==> src/hdl/pscm_pkg.sv <==
// Shared types and constants for the page size class mix block.
// Used by the front stage, job queue, back sequencer and the top level.
package pscm_pkg;

    localparam int          MAX_PAGES_IN_RUN_DEF = 65535;
    localparam int          MAX_RESULTS          = 48;
    localparam logic [3:0]  LARGEST_RESET        = 4'd8;
    localparam logic [3:0]  LARGEST_FLOOR        = 4'd8;
    localparam logic [20:0] TOTAL_SAT            = 21'h1FFFFF;

    localparam int QUEUE_DEPTH = 2;
    localparam int QUEUE_PTR_W = $clog2(QUEUE_DEPTH);
    localparam int QUEUE_CNT_W = $clog2(QUEUE_DEPTH + 1);

    // One classified request as handed from the front to the back.
    typedef struct packed {
        logic [20:0] req;
        logic [15:0] minc;
        logic [3:0]  top;
        logic        err;
    } t_job;

    // One result item.
    typedef struct packed {
        logic [3:0]  idx;
        logic [15:0] cnt;
        logic [20:0] total;
        logic        last;
        logic        err;
    } t_result;

endpackage

==> src/hdl/pscm_front.sv <==
// Front stage: accepts requests, clamps the largest class and flags requests
// whose minimum class exceeds it. Depends on pscm_pkg.
module pscm_front (
    input  logic               i_clk,
    input  logic               i_rst_n,
    input  logic               i_valid,
    output logic               o_ready,
    input  logic [20:0]        i_req,
    input  logic [15:0]        i_minc,
    input  logic [3:0]         i_largest,
    output logic               o_push,
    input  logic               i_push_ready,
    output pscm_pkg::t_job     o_job
);

    logic           r_valid;
    pscm_pkg::t_job r_job;
    logic [3:0]     top;
    logic [16:0]    top_size;

    assign top      = (i_largest < pscm_pkg::LARGEST_FLOOR) ? pscm_pkg::LARGEST_FLOOR
                                                             : i_largest;
    assign top_size = 17'd1 << top;

    assign o_ready = !r_valid || i_push_ready;
    assign o_push  = r_valid;
    assign o_job   = r_job;

    always_ff @(posedge i_clk) begin
        if (!i_rst_n) begin
            r_valid <= 1'b0;
        end else if (o_ready) begin
            r_valid <= i_valid;
        end
        if (i_valid && o_ready) begin
            r_job.req  <= i_req;
            r_job.minc <= i_minc;
            r_job.top  <= top;
            r_job.err  <= {1'b0, i_minc} > top_size;
        end
    end

endmodule

==> src/hdl/pscm_queue.sv <==
// Short job queue between the front stage and the back sequencer.
// Depends on pscm_pkg for the job type and depth.
module pscm_queue (
    input  logic               i_clk,
    input  logic               i_rst_n,
    input  logic               i_push,
    output logic               o_push_ready,
    input  pscm_pkg::t_job     i_job,
    output logic               o_valid,
    input  logic               i_pop,
    output pscm_pkg::t_job     o_job
);

    pscm_pkg::t_job                     r_mem [pscm_pkg::QUEUE_DEPTH];
    logic [pscm_pkg::QUEUE_PTR_W-1:0]   r_wr_ptr;
    logic [pscm_pkg::QUEUE_PTR_W-1:0]   r_rd_ptr;
    logic [pscm_pkg::QUEUE_CNT_W-1:0]   r_count;
    logic                               do_push;
    logic                               do_pop;

    localparam logic [pscm_pkg::QUEUE_CNT_W-1:0] FULL =
        pscm_pkg::QUEUE_CNT_W'(pscm_pkg::QUEUE_DEPTH);
    localparam logic [pscm_pkg::QUEUE_PTR_W-1:0] LAST_PTR =
        pscm_pkg::QUEUE_PTR_W'(pscm_pkg::QUEUE_DEPTH - 1);

    assign o_push_ready = (r_count != FULL);
    assign o_valid      = (r_count != '0);
    assign o_job        = r_mem[r_rd_ptr];
    assign do_push      = i_push && o_push_ready;
    assign do_pop       = i_pop && o_valid;

    always_ff @(posedge i_clk) begin
        if (!i_rst_n) begin
            r_wr_ptr <= '0;
            r_rd_ptr <= '0;
            r_count  <= '0;
        end else begin
            if (do_push) begin
                r_wr_ptr <= (r_wr_ptr == LAST_PTR) ? '0 : r_wr_ptr + 1'b1;
            end
            if (do_pop) begin
                r_rd_ptr <= (r_rd_ptr == LAST_PTR) ? '0 : r_rd_ptr + 1'b1;
            end
            if (do_push && !do_pop) begin
                r_count <= r_count + 1'b1;
            end else if (do_pop && !do_push) begin
                r_count <= r_count - 1'b1;
            end
        end
        if (do_push) begin
            r_mem[r_wr_ptr] <= i_job;
        end
    end

endmodule

==> src/hdl/pscm_back.sv <==
// Back sequencer: walks the size classes of one job, one class per cycle while
// the output is free, and drives the result register. Depends on pscm_pkg.
module pscm_back #(
    parameter int MAX_PAGES_IN_RUN = pscm_pkg::MAX_PAGES_IN_RUN_DEF
) (
    input  logic                i_clk,
    input  logic                i_rst_n,
    input  logic                i_job_valid,
    output logic                o_job_pop,
    input  pscm_pkg::t_job      i_job,
    output logic                o_valid,
    input  logic                i_ready,
    output pscm_pkg::t_result   o_result
);

    typedef enum logic {ST_IDLE, ST_WALK} t_state;

    localparam logic [15:0] MAX_RUN  = 16'(MAX_PAGES_IN_RUN);
    localparam logic [5:0]  LAST_N   = 6'(pscm_pkg::MAX_RESULTS - 1);
    localparam logic [21:0] SAT_WIDE = {1'b0, pscm_pkg::TOTAL_SAT};
    localparam logic [21:0] SAT_MARK = SAT_WIDE + 22'd1;

    t_state             r_state,     n_state;
    logic [3:0]         r_idx,       n_idx;
    logic [20:0]        r_need,      n_need;
    logic [15:0]        r_minc,      n_minc;
    logic [21:0]        r_total,     n_total;
    logic [5:0]         r_n,         n_n;
    logic               r_out_valid, n_out_valid;
    pscm_pkg::t_result  r_out,       n_out;

    logic               slot_free;
    logic [15:0]        size;
    logic               smallest;
    logic [15:0]        maxn;
    logic [21:0]        reach;
    logic               skip;
    logic [20:0]        quot;
    logic [20:0]        cnt0;
    logic [15:0]        capped;
    logic [21:0]        prod;
    logic signed [22:0] rem0;
    logic               bump;
    logic [15:0]        cnt;
    logic [21:0]        prodf;
    logic signed [22:0] rem;
    logic [21:0]        sum;
    logic [21:0]        tot;
    logic               fin;

    assign slot_free = !r_out_valid || i_ready;

    always_comb begin
        size     = 16'd1 << r_idx;
        smallest = (r_idx == 4'd0) || ((size >> 1) < r_minc);
        maxn     = MAX_RUN >> r_idx;
        reach    = {1'b0, r_need} + {4'b0, r_need[20:3]};
        skip     = !smallest && ({6'b0, size} > reach);
        quot     = r_need >> r_idx;
        cnt0     = (quot > 21'd1) ? quot : 21'd1;
        capped   = (cnt0 > {5'b0, maxn}) ? maxn : cnt0[15:0];
        prod     = {6'b0, capped} << r_idx;
        rem0     = $signed({2'b0, r_need}) - $signed({1'b0, prod});
        bump     = smallest && (rem0 > 23'sd0) && (capped < maxn);
        cnt      = capped + {15'b0, bump};
        prodf    = prod + (bump ? {6'b0, size} : 22'd0);
        rem      = rem0 - (bump ? $signed({7'b0, size}) : 23'sd0);
        sum      = r_total + prodf;
        tot      = (sum > SAT_WIDE) ? SAT_MARK : sum;
        fin      = (rem <= 23'sd0) || (r_n == LAST_N);
    end

    always_comb begin
        n_state     = r_state;
        n_idx       = r_idx;
        n_need      = r_need;
        n_minc      = r_minc;
        n_total     = r_total;
        n_n         = r_n;
        n_out       = r_out;
        n_out_valid = r_out_valid && !i_ready;
        o_job_pop   = 1'b0;
        case (r_state)
            ST_IDLE: begin
                if (i_job_valid && slot_free) begin
                    o_job_pop = 1'b1;
                    if (i_job.err) begin
                        // Minimum class above the largest: single error result.
                        n_out_valid = 1'b1;
                        n_out       = '{idx: 4'd0, cnt: 16'd0, total: 21'd0,
                                        last: 1'b1, err: 1'b1};
                    end else begin
                        n_state = ST_WALK;
                        n_idx   = i_job.top;
                        n_need  = i_job.req;
                        n_minc  = i_job.minc;
                        n_total = '0;
                        n_n     = '0;
                    end
                end
            end
            ST_WALK: begin
                if (slot_free) begin
                    if (skip) begin
                        n_idx = r_idx - 4'd1;
                    end else if (maxn == 16'd0) begin
                        if (smallest) begin
                            n_state     = ST_IDLE;
                            n_out_valid = 1'b1;
                            n_out       = '{idx: 4'd0, cnt: 16'd0, total: 21'd0,
                                            last: 1'b1, err: 1'b1};
                        end else begin
                            n_idx = r_idx - 4'd1;
                        end
                    end else begin
                        n_out_valid = 1'b1;
                        n_out.idx   = r_idx;
                        n_out.cnt   = cnt;
                        n_out.total = tot[21] ? pscm_pkg::TOTAL_SAT : tot[20:0];
                        n_out.last  = fin;
                        n_out.err   = 1'b0;
                        n_total     = tot;
                        n_n         = r_n + 6'd1;
                        n_need      = rem[20:0];
                        if (fin) begin
                            n_state = ST_IDLE;
                        end else if (cnt != maxn) begin
                            n_idx = r_idx - 4'd1;
                        end
                    end
                end
            end
            default: begin
                n_state = ST_IDLE;
            end
        endcase
    end

    always_ff @(posedge i_clk) begin
        if (!i_rst_n) begin
            r_state     <= ST_IDLE;
            r_out_valid <= 1'b0;
            r_n         <= '0;
        end else begin
            r_state     <= n_state;
            r_out_valid <= n_out_valid;
            r_n         <= n_n;
        end
        r_idx   <= n_idx;
        r_need  <= n_need;
        r_minc  <= n_minc;
        r_total <= n_total;
        r_out   <= n_out;
    end

    assign o_valid  = r_out_valid;
    assign o_result = r_out;

`ifndef SYNTHESIS
    a_err_is_last: assert property (@(posedge i_clk) disable iff (!i_rst_n)
        (r_out_valid && r_out.err) |-> (r_out.last && r_out.cnt == 16'd0 &&
                                        r_out.total == 21'd0))
        else $error("error result not a lone zero result");

    a_count_nonzero: assert property (@(posedge i_clk) disable iff (!i_rst_n)
        (r_out_valid && !r_out.err) |-> (r_out.cnt != 16'd0))
        else $error("non-error result with zero runs");

    a_result_bound: assert property (@(posedge i_clk) disable iff (!i_rst_n)
        (r_state == ST_WALK) |-> (r_n <= LAST_N))
        else $error("result count past the limit");

    a_no_pop_busy: assert property (@(posedge i_clk) disable iff (!i_rst_n)
        o_job_pop |-> (r_state == ST_IDLE && slot_free))
        else $error("job taken while sequencer busy");
`endif

endmodule

==> src/hdl/page_size_class_mix.sv <==
// Top level of the page size class mix block.
// Instantiates pscm_front, pscm_queue and pscm_back; depends on pscm_pkg.

// A request for a number of pages is split over power-of-two size classes,
// from the configured largest class down to the smallest class the minimum
// allows, and one result is given each time a class is used (a capped class
// may be used again), the final one carrying tlast. The front stage takes one
// request per cycle into a two-entry job queue while the queue has room. The
// back sequencer takes a job from the queue, then visits the classes from
// the largest down to the class where the walk ends, revisiting a class
// whose run count hit the cap (at most 48 results). A request with its
// minimum class above the largest class gives a single error result. The
// walk is paced by the one shared class step (shift, cap, subtract) in the
// back sequencer, and it pauses while a finished result waits in the output
// register.
module page_size_class_mix #(
    parameter int MAX_PAGES_IN_RUN = pscm_pkg::MAX_PAGES_IN_RUN_DEF
) (
    input  logic        i_clk,
    input  logic        i_rst_n,
    // Configuration: largest_class_log2
    input  logic        i_cfg_valid,
    output logic        o_cfg_ready,
    input  logic [3:0]  i_cfg_data,
    // Request stream
    input  logic        s_axis_tvalid,
    output logic        s_axis_tready,
    input  logic [39:0] s_axis_tdata,   // request_pages[20:0], min_class_pages[36:21]
    // Result stream
    output logic        m_axis_tvalid,
    input  logic        m_axis_tready,
    output logic [47:0] m_axis_tdata,   // class_index[3:0], class_count[19:4],
                                        // total_pages[40:20]
    output logic        m_axis_tlast,
    output logic        m_axis_tuser    // error[0]
);

    logic               cfg_write;
    logic [3:0]         r_largest_log2;
    logic               front_push;
    logic               queue_ready;
    pscm_pkg::t_job     front_job;
    logic               queue_valid;
    logic               queue_pop;
    pscm_pkg::t_job     queue_job;
    pscm_pkg::t_result  result;

    // Config register; the front samples it as each request is accepted,
    // so write it only while the block is idle.
    assign o_cfg_ready = 1'b1;
    assign cfg_write   = i_cfg_valid && o_cfg_ready;

    always_ff @(posedge i_clk) begin
        if (!i_rst_n) begin
            r_largest_log2 <= pscm_pkg::LARGEST_RESET;
        end else if (cfg_write) begin
            r_largest_log2 <= i_cfg_data;
        end
    end

    // Accept and classify each request transaction.
    pscm_front u_front (
        .i_clk        (i_clk),
        .i_rst_n      (i_rst_n),
        .i_valid      (s_axis_tvalid),
        .o_ready      (s_axis_tready),
        .i_req        (s_axis_tdata[20:0]),
        .i_minc       (s_axis_tdata[36:21]),
        .i_largest    (r_largest_log2),
        .o_push       (front_push),
        .i_push_ready (queue_ready),
        .o_job        (front_job)
    );

    // Decouple the front from the walk.
    pscm_queue u_queue (
        .i_clk        (i_clk),
        .i_rst_n      (i_rst_n),
        .i_push       (front_push),
        .o_push_ready (queue_ready),
        .i_job        (front_job),
        .o_valid      (queue_valid),
        .i_pop        (queue_pop),
        .o_job        (queue_job)
    );

    // Walk the classes and hold each result until taken.
    pscm_back #(
        .MAX_PAGES_IN_RUN (MAX_PAGES_IN_RUN)
    ) u_back (
        .i_clk       (i_clk),
        .i_rst_n     (i_rst_n),
        .i_job_valid (queue_valid),
        .o_job_pop   (queue_pop),
        .i_job       (queue_job),
        .o_valid     (m_axis_tvalid),
        .i_ready     (m_axis_tready),
        .o_result    (result)
    );

    assign m_axis_tdata = {7'b0, result.total, result.cnt, result.idx};
    assign m_axis_tlast = result.last;
    assign m_axis_tuser = result.err;

endmodule

==> config.mk <==
export PLATFORM = sky130hd
export DESIGN_NAME = page_size_class_mix
export DESIGN_NICKNAME = d
export VERILOG_FILES = /design/src/hdl/pscm_pkg.sv /design/src/hdl/pscm_front.sv /design/src/hdl/pscm_queue.sv /design/src/hdl/pscm_back.sv /design/src/hdl/page_size_class_mix.sv
export SDC_FILE = /design/constraint.sdc
export NUM_CORES = 1
export LEC_CHECK = 0
export BUFFER_PORTS_ARGS = -buffer_cell sky130_fd_sc_hd__buf_4
export CAP_MARGIN = 20
export CORE_MARGIN = 2
export CORE_UTILIZATION = 45
export CTS_CLUSTER_DIAMETER = 80
export DETAILED_ROUTE_END_ITERATION = 10
export GPL_ROUTABILITY_DRIVEN = 1
export PLACE_DENSITY = 0.7
export SLEW_MARGIN = 20
export SYNTH_ARGS = -nofsm -noshare
export SYNTH_HDL_FRONTEND = slang
export SYNTH_SLANG_ARGS = --single-unit
==> constraint.sdc <==
create_clock -name i_clk -period 35.8 [get_ports i_clk]
set_clock_uncertainty 0.1 [all_clocks]
set_input_delay 10.74 -clock i_clk [delete_from_list [all_inputs] [get_ports i_clk]]
set_output_delay 10.74 -clock i_clk [all_outputs]
set_load 0.01 [all_outputs]
**After elaboration in Yosys (flattened, before gate mapping)**

Memory sizes are Yosys's and may differ from the RTL's. A register that Yosys moved wholly into a read port is not among the register bits.
Cells that the tools add are included.
Widths: inputs -> output; s select.

- Bits in latches: 0
- Memories: 1
- Flip-flop bits (word level): 165
- Memory bits (read-only): 0
- Bits in writable memories: 84
- Word-level logic and storage cells: 158

- Equality and inequality tests: 13
- Bitwise operators: 2
- Add/sub/neg operators: 12
- Shift-type cells: 5
- Magnitude comparators: 10
- Divide/modulo/power cells: 0
- Reduce and logical (&&, ||, !) cells: 28
- $mul: 0
- Muxes and demuxes: 66

Memory list:

| name | depth | width | rd ports | clocked after memory_dff | wr ports | RTL line | source |
|---|---|---|---|---|---|---|---|
| u_queue.r_mem | 2 | 42 | 1 | 1 | 1 | pscm_queue.sv:14 | `pscm_pkg::t_job r_mem [pscm_pkg::QUEUE_DEPTH];` |

Operators with widths:

| kind | count |
|---|---|
| $mux 43 | 6 |
| $mux 21 | 7 |
| $mux 22 | 6 |
| $pmux 43 s2 | 1 |
| $mux 16 | 3 |
| $add 22x22->22 | 2 |
| $pmux 22 s2 | 1 |
| $pmux 21 s2 | 1 |
| $mux 4 | 9 |
| $mux 6 | 5 |
| $gt 23x1->1 const B | 1 |
| $le 23x1->1 const B | 1 |
| $sub 21x22->23 | 1 |
| $sub 23x23->23 | 1 |
| $add 21x18->22 | 1 |
| $gt 16x22->1 | 1 |
| $gt 22x21->1 const B | 1 |
| $shl 16x4->22 | 1 |
| $gt 21x1->1 const B | 1 |
| $gt 21x16->1 | 1 |
| $mux 1 | 21 |
| $shr 21x4->21 | 1 |
| $gt 16x17->1 | 1 |
| $shl 1x4->17 const A | 1 |
| other kinds (31) | 61 |

**Depth between registers and ports, before layout**

- Depth after elaboration: 20
- Gate-level depth with buffers: 60

**Cells and area by module**

Synthesis repeated with hierarchy kept, for this count alone.

- Cell total of the unflattened synthesis: 1,777
- Area, all modules: 18,332.6 um^2

Modules (own cells, without submodules):

| module | area an instance (um^2) | times used | cells each |
|---|---|---|---|
| pscm_back | 13,299.0 | 1 | 1,513 |
| pscm_queue | 3,263.1 | 1 | 155 |
| pscm_front | 1,555.2 | 1 | 86 |
| page_size_class_mix | 215.2 | 1 | 23 |

**Least setup slack after synthesis**

Ideal clock, no wire load.

- Path kind: in2reg
- From: input port m_axis_tready
- To: register u_back.r_need[0], enable pin
- Data arrival time: 13.854 ns
- Stages on the path: 2
- Setup time: 0.503 ns
- Slack: 21.343 ns
- Required time: 35.197 ns
- Cell sequence: nor2b_1 o21ai_0

- Longest elaborated chain between the ends: 4
- Elaborated cells between the ends (all ways): 5
- Classes of those cells: eq/ne: 2; reduce/logical: 3

RTL lines:

| item | RTL line | source |
|---|---|---|
| start, declared | page_size_class_mix.sv:31 | `input logic m_axis_tready,` |
| $logic_or 1x1->1 * | pscm_back.sv:51 | `assign slot_free = !r_out_valid \|\| i_ready;` |
| $logic_and 1x1->1 | pscm_back.sv:85 | `if (i_job_valid && slot_free) begin` |
| $ne 2x1->1 (no line) | - |  |
| $reduce_and 5->1 (no line) * | - |  |
| end signal, assigned | pscm_back.sv:150 | `r_need <= n_need;` |
| end, declared | pscm_back.sv:25 | `logic [20:0] r_need, n_need;` |

Every way passes the cells marked *; elsewhere a longest branch is shown, timed or not.
A chain may end at the register's enable or synchronous reset.

**Worst setup path after layout**

- From: register u_back.r_idx[1]
- To: register u_back.r_out, in the netlist u_back.o_result[20], data pin

- Longest elaborated chain between the ends: 20
- Elaborated cells between the ends (all ways): 27
- Classes of those cells: add/sub: 3; order compare: 6; shift: 4; mux: 9; reduce/logical: 5

RTL lines:

| item | RTL line | source |
|---|---|---|
| start, declared | pscm_back.sv:24 | `logic [3:0] r_idx, n_idx;` |
| start signal, assigned | pscm_back.sv:149 | `r_idx <= n_idx;` |
| $shr 21x4->21 | pscm_back.sv:59 | `quot = r_need >> r_idx;` |
| $gt 21x1->1 | pscm_back.sv:60 | `cnt0 = (quot > 21'd1) ? quot : 21'd1;` |
| $mux 21 | pscm_back.sv:60 |  |
| $gt 21x16->1 | pscm_back.sv:61 | `capped = (cnt0 > {5'b0, maxn}) ? maxn : cnt0[15:0];` |
| $mux 16 | pscm_back.sv:61 |  |
| $shl 16x4->22 | pscm_back.sv:62 | `prod = {6'b0, capped} << r_idx;` |
| $sub 21x22->23 | pscm_back.sv:63 | `rem0 = $signed({2'b0, r_need}) - $signed({1'b0, prod});` |
| $gt 23x1->1 | pscm_back.sv:64 | `bump = smallest && (rem0 > 23'sd0) && (capped < maxn);` |
| [4 not listed] | - |  |
| $add 22x22->22 | pscm_back.sv:68 | `sum = r_total + prodf;` |
| $gt 22x21->1 | pscm_back.sv:69 | `tot = (sum > SAT_WIDE) ? SAT_MARK : sum;` |
| $mux 22 | pscm_back.sv:69 |  |
| $mux 21 | pscm_back.sv:119 | `n_out.total = tot[21] ? pscm_pkg::TOTAL_SAT : tot[20:0];` |
| $mux 43 * | pscm_back.sv:106 | `end else if (maxn == 16'd0) begin` |
| $mux 43 * | pscm_back.sv:104 | `if (skip) begin` |
| $mux 43 * | pscm_back.sv:103 | `if (slot_free) begin` |
| $pmux 43 s2 * | pscm_back.sv:83 | `case (r_state)` |
| end signal, assigned | pscm_back.sv:153 | `r_out <= n_out;` |
| end, declared | pscm_back.sv:30 | `pscm_pkg::t_result r_out, n_out;` |

Every way passes the cells marked *; elsewhere a longest branch is shown, timed or not. The select of a mux whose other input is x is not followed.

==> results.toml <==
[outcome]
status = "finished clean"

[cts]
cts-htree-levels = 1
clockBufferDepth = 3
postCtsHoldBufs = 0
cts-resized-gates = 0
root_buffer = "clkbuf_16"
cts_setup_buffers = 0
clk-insertion-delay-late_ns = 0.59
cts_tree = "built"
clkTransAtPathRegs_ns = 0.06
cts_made_buffers = 28
clock-sinks = 247

[critical_path]
cpMaxStageDelayCell = "a2111oi_0"
cp-end-kind = "register"
crit_top_cell = "a21oi_1"
start_kind = "register"
critPathTopFamily = "compound AO/OA/AOI/OAI gates"
critPathMaxStageDelay_ns = 0.97
crit_type = "register to register"
crit_required_ns = 36.00
r2r_cells = 50
arrival_ns = 15.15
r2r-start = "u_back.r_idx[1]"
critPathBufInv = 8
r2r-end = "u_back.o_result[20]"
crit_start = "u_back.r_idx[1]"
reg2reg_slack_ns = 20.85
cp_max_fo = 56

[sta]
max-slew-margin-rel_pct = 21.5
hold_viol = 0
grt_setup_unrepaired = "no"
period_share_pct = 41.8
finalSetupTns_ns = 0
worst_pin_slew_ns = 1.18
slew_viol_final = 0
finalSetupViolCount = 0
clock.fmax_mhz = 66.9
fin_crit_ns = 14.95

[logic_synthesis]
ys_seq_area_share_pct = 39.3
yosysUniqueCellTypes = 88
synthAdderAreaFrac_pct = 13.1
synthesis.area_um2 = 18400
netlist.area_leader.share_pct = 37.4
synth_xor_area_share_pct = 3.96
synth_ff_type = "edfxtp_1"
ys_top_cells_by_area = "edfxtp_1, ha_1, nor2_1"
synth_edf_count = 229
synth-compound-area-share_pct = 15.6
yosysWarnings = 0
synth-seq-cells = 247
synth_top_cell_by_area = "edfxtp_1"
synth_top_family_by_area = "simple AND/OR/NAND/NOR gates"
ys_async_sr_fraction_pct = 0
syn_inst = 1853
postSynthAreaPerCell_um2 = 9.93
synth-simple-area-share_pct = 16.3
synth.mux.area_fraction_pct = 7.05

[place]
numPortBuffers = 90
gp_congestion = 0.943
placed_area_um2 = 19600
dp_hpwl_um = 35500

[routing]
routed-via-count = 14300
wl_um = 47600
vias_per_cell = 5.78
ant_nets = 0
firstDrtPassIters = 6
drtIter0Drc = 956
wire_per_inst_um = 19.3
drcViolationCount = 0

[cells_and_area]
final_cell_area_um2 = 20500
antenna_cells = 0
final_nets = 2148
area_delta_synth_final_pct = 11.6
final_util_pct = 50.6
fillers = 3696
drive_gt1_share_pct = 12.6

[hold_path]
holdPathEnd = "u_queue.r_mem[1][26]"
hold_start = "u_front.o_job[26]"
hold_depth = 0
hp-class = "register to register"

[grt]
grt_overflow_total = 0
grt_pass1_wl_um = 75400
grt.total_usage_pct = 22.7
grt_pass1_vias = 13800
grt_max_degree = 72
antenna_found_initial = 1

[floorplan]
dieArea_um2 = 42500
core_um2 = 40600
num_rows = 74
die_h_um = 206
io_pins = 102
chipWidth_um = 206
start_util_pct = 45.4

[job]
maxCapViolCount = 0
## cells by family (layout without fill, tap and decap cells)
logic type	count (synthesis)	after routing
AOI/OAI and AO/OA	430	430
xor gates and xnor gates	80	80
adders and majority gates	181	181
buffers and inverters	208	289
DFF	247	247
muxes	99	99
other	2	8
and+or+nand+nor	606	606
## metrics by stage
step | setup slack, ns | hold WS [ns] | std cells
2_1_floorplan | 21.34 | 0.321 | 1859
3_5_place_dp | 21.24 | 0.330 | 2420
5_1_grt | 19.88 | 0.356 | 2472
4_1_cts | 21.12 | 0.342 | 2472
3_3_place_gp | 20.96 | 0.323 | 2420
6_report | 20.85 | 0.341 | 2472
## layout by cell type, fill, tap and decap left out, types with 10 or more instances in the layout
cell type / n
a211oi_1: 24
a21o_1: 30
a21oi_1: 105
a31oi_1: 14
and2_1: 43
and3_1: 22
buf_4: 112
clkbuf_16: 28
clkinv_1: 11
dfxtp_1: 16
edfxtp_1: 229
fa_1: 20
ha_1: 161
inv_1: 122
mux2_2: 32
mux2i_1: 45
mux4_2: 20
nand2_1: 145
nand2b_1: 18
nand3_1: 43
nand4_1: 16
nor2_1: 177
nor2b_1: 41
nor3_1: 22
nor4_1: 17
o211ai_1: 12
o21a_1: 39
o21ai_0: 89
o21bai_1: 11
o31ai_1: 11
or2_2: 10
or3_1: 13
xnor2_1: 56
xor2_1: 21
## Yosys cell counts (18+ instances only)
| cell type | n |
|---|---|
| a211oi_1 | 25 |
| a21o_1 | 30 |
| a21oi_1 | 105 |
| and2_1 | 44 |
| and3_1 | 23 |
| clkbuf_1 | 45 |
| dfxtp_1 | 18 |
| edfxtp_1 | 229 |
| fa_1 | 20 |
| ha_1 | 161 |
| inv_1 | 122 |
| mux2_2 | 32 |
| mux2i_1 | 45 |
| mux4_2 | 20 |
| nand2_1 | 145 |
| nand2b_1 | 18 |
| nand3_1 | 43 |
| nor2_1 | 178 |
| nor2b_1 | 41 |
| nor3_1 | 22 |
| o21a_1 | 39 |
| o21ai_0 | 90 |
| xnor2_1 | 57 |
| xor2_1 | 21 |
## worst register-to-register path: cells and delay by family (launching register included)
kind,cells,cell delay (ns)
flops,1,0.36
buf+inv,8,1.62
mux,3,0.78
xor+xnor,1,0.20
fa+ha+maj,6,2.26
simple gates,15,4.13
compound gates,17,5.23
## how the worst max path moves through the flow
stage,endpoint,slack (ns),cells after the start
after floorplan,u_back.r_need[0],21.34,2
after global placement,u_back.r_idx[0],20.96,49
after detailed placement,u_back.r_idx[0],21.24,49
after CTS,u_back.r_idx[0],21.12,49
after global routing,u_back.o_result[8],19.88,51
final,u_back.o_result[20],20.85,50
## cell type report
class | instances | area (um^2) | share of cell area, %
Clock buffer | 33 | 719 | 3.51
Clock inverter | 19 | 208 | 1.01
Inverter | 125 | 469 | 2.29
Multi-Input combinational cell | 1404 | 10400 | 50.6
Sequential cell | 247 | 7240 | 35.3
Tap cell | 532 | 666 | 3.24
Timing Repair Buffer | 112 | 841 | 4.10
## state kept, by name, indices dropped and copies added (netlist names), named ones only
name	cells
u_back.r_state	1
u_back.r_minc	16
u_back.o_valid	1
u_back.o_result	43
u_back.r_n	6
u_front.o_job	41
u_front.o_push	1
u_back.r_need	21
u_back.r_total	22
u_queue.r_count	2
u_queue.r_rd_ptr	1
u_queue.r_wr_ptr	1
u_back.r_idx	4
u_queue.r_mem	82
r_largest_log2	4
## routing by layer
| layer | share of wire (%) | vias up | wire length (um) | GRT usage (%) |
|---|---|---|---|---|
| li1 | - | 6926 | - | - |
| met1 | 44 | 6764 | 21100 | 31.3 |
| met2 | 45 | 489 | 21600 | 36.7 |
| met3 | 6.5 | 106 | 3090 | 2.92 |
| met4 | 3.8 | 2 | 1810 | 7.81 |
| met5 | 0.031 | - | 15 | 0 |
Power is not shown: default switching activity piles up to over one toggle a cycle in this logic, so the estimate is an artifact.
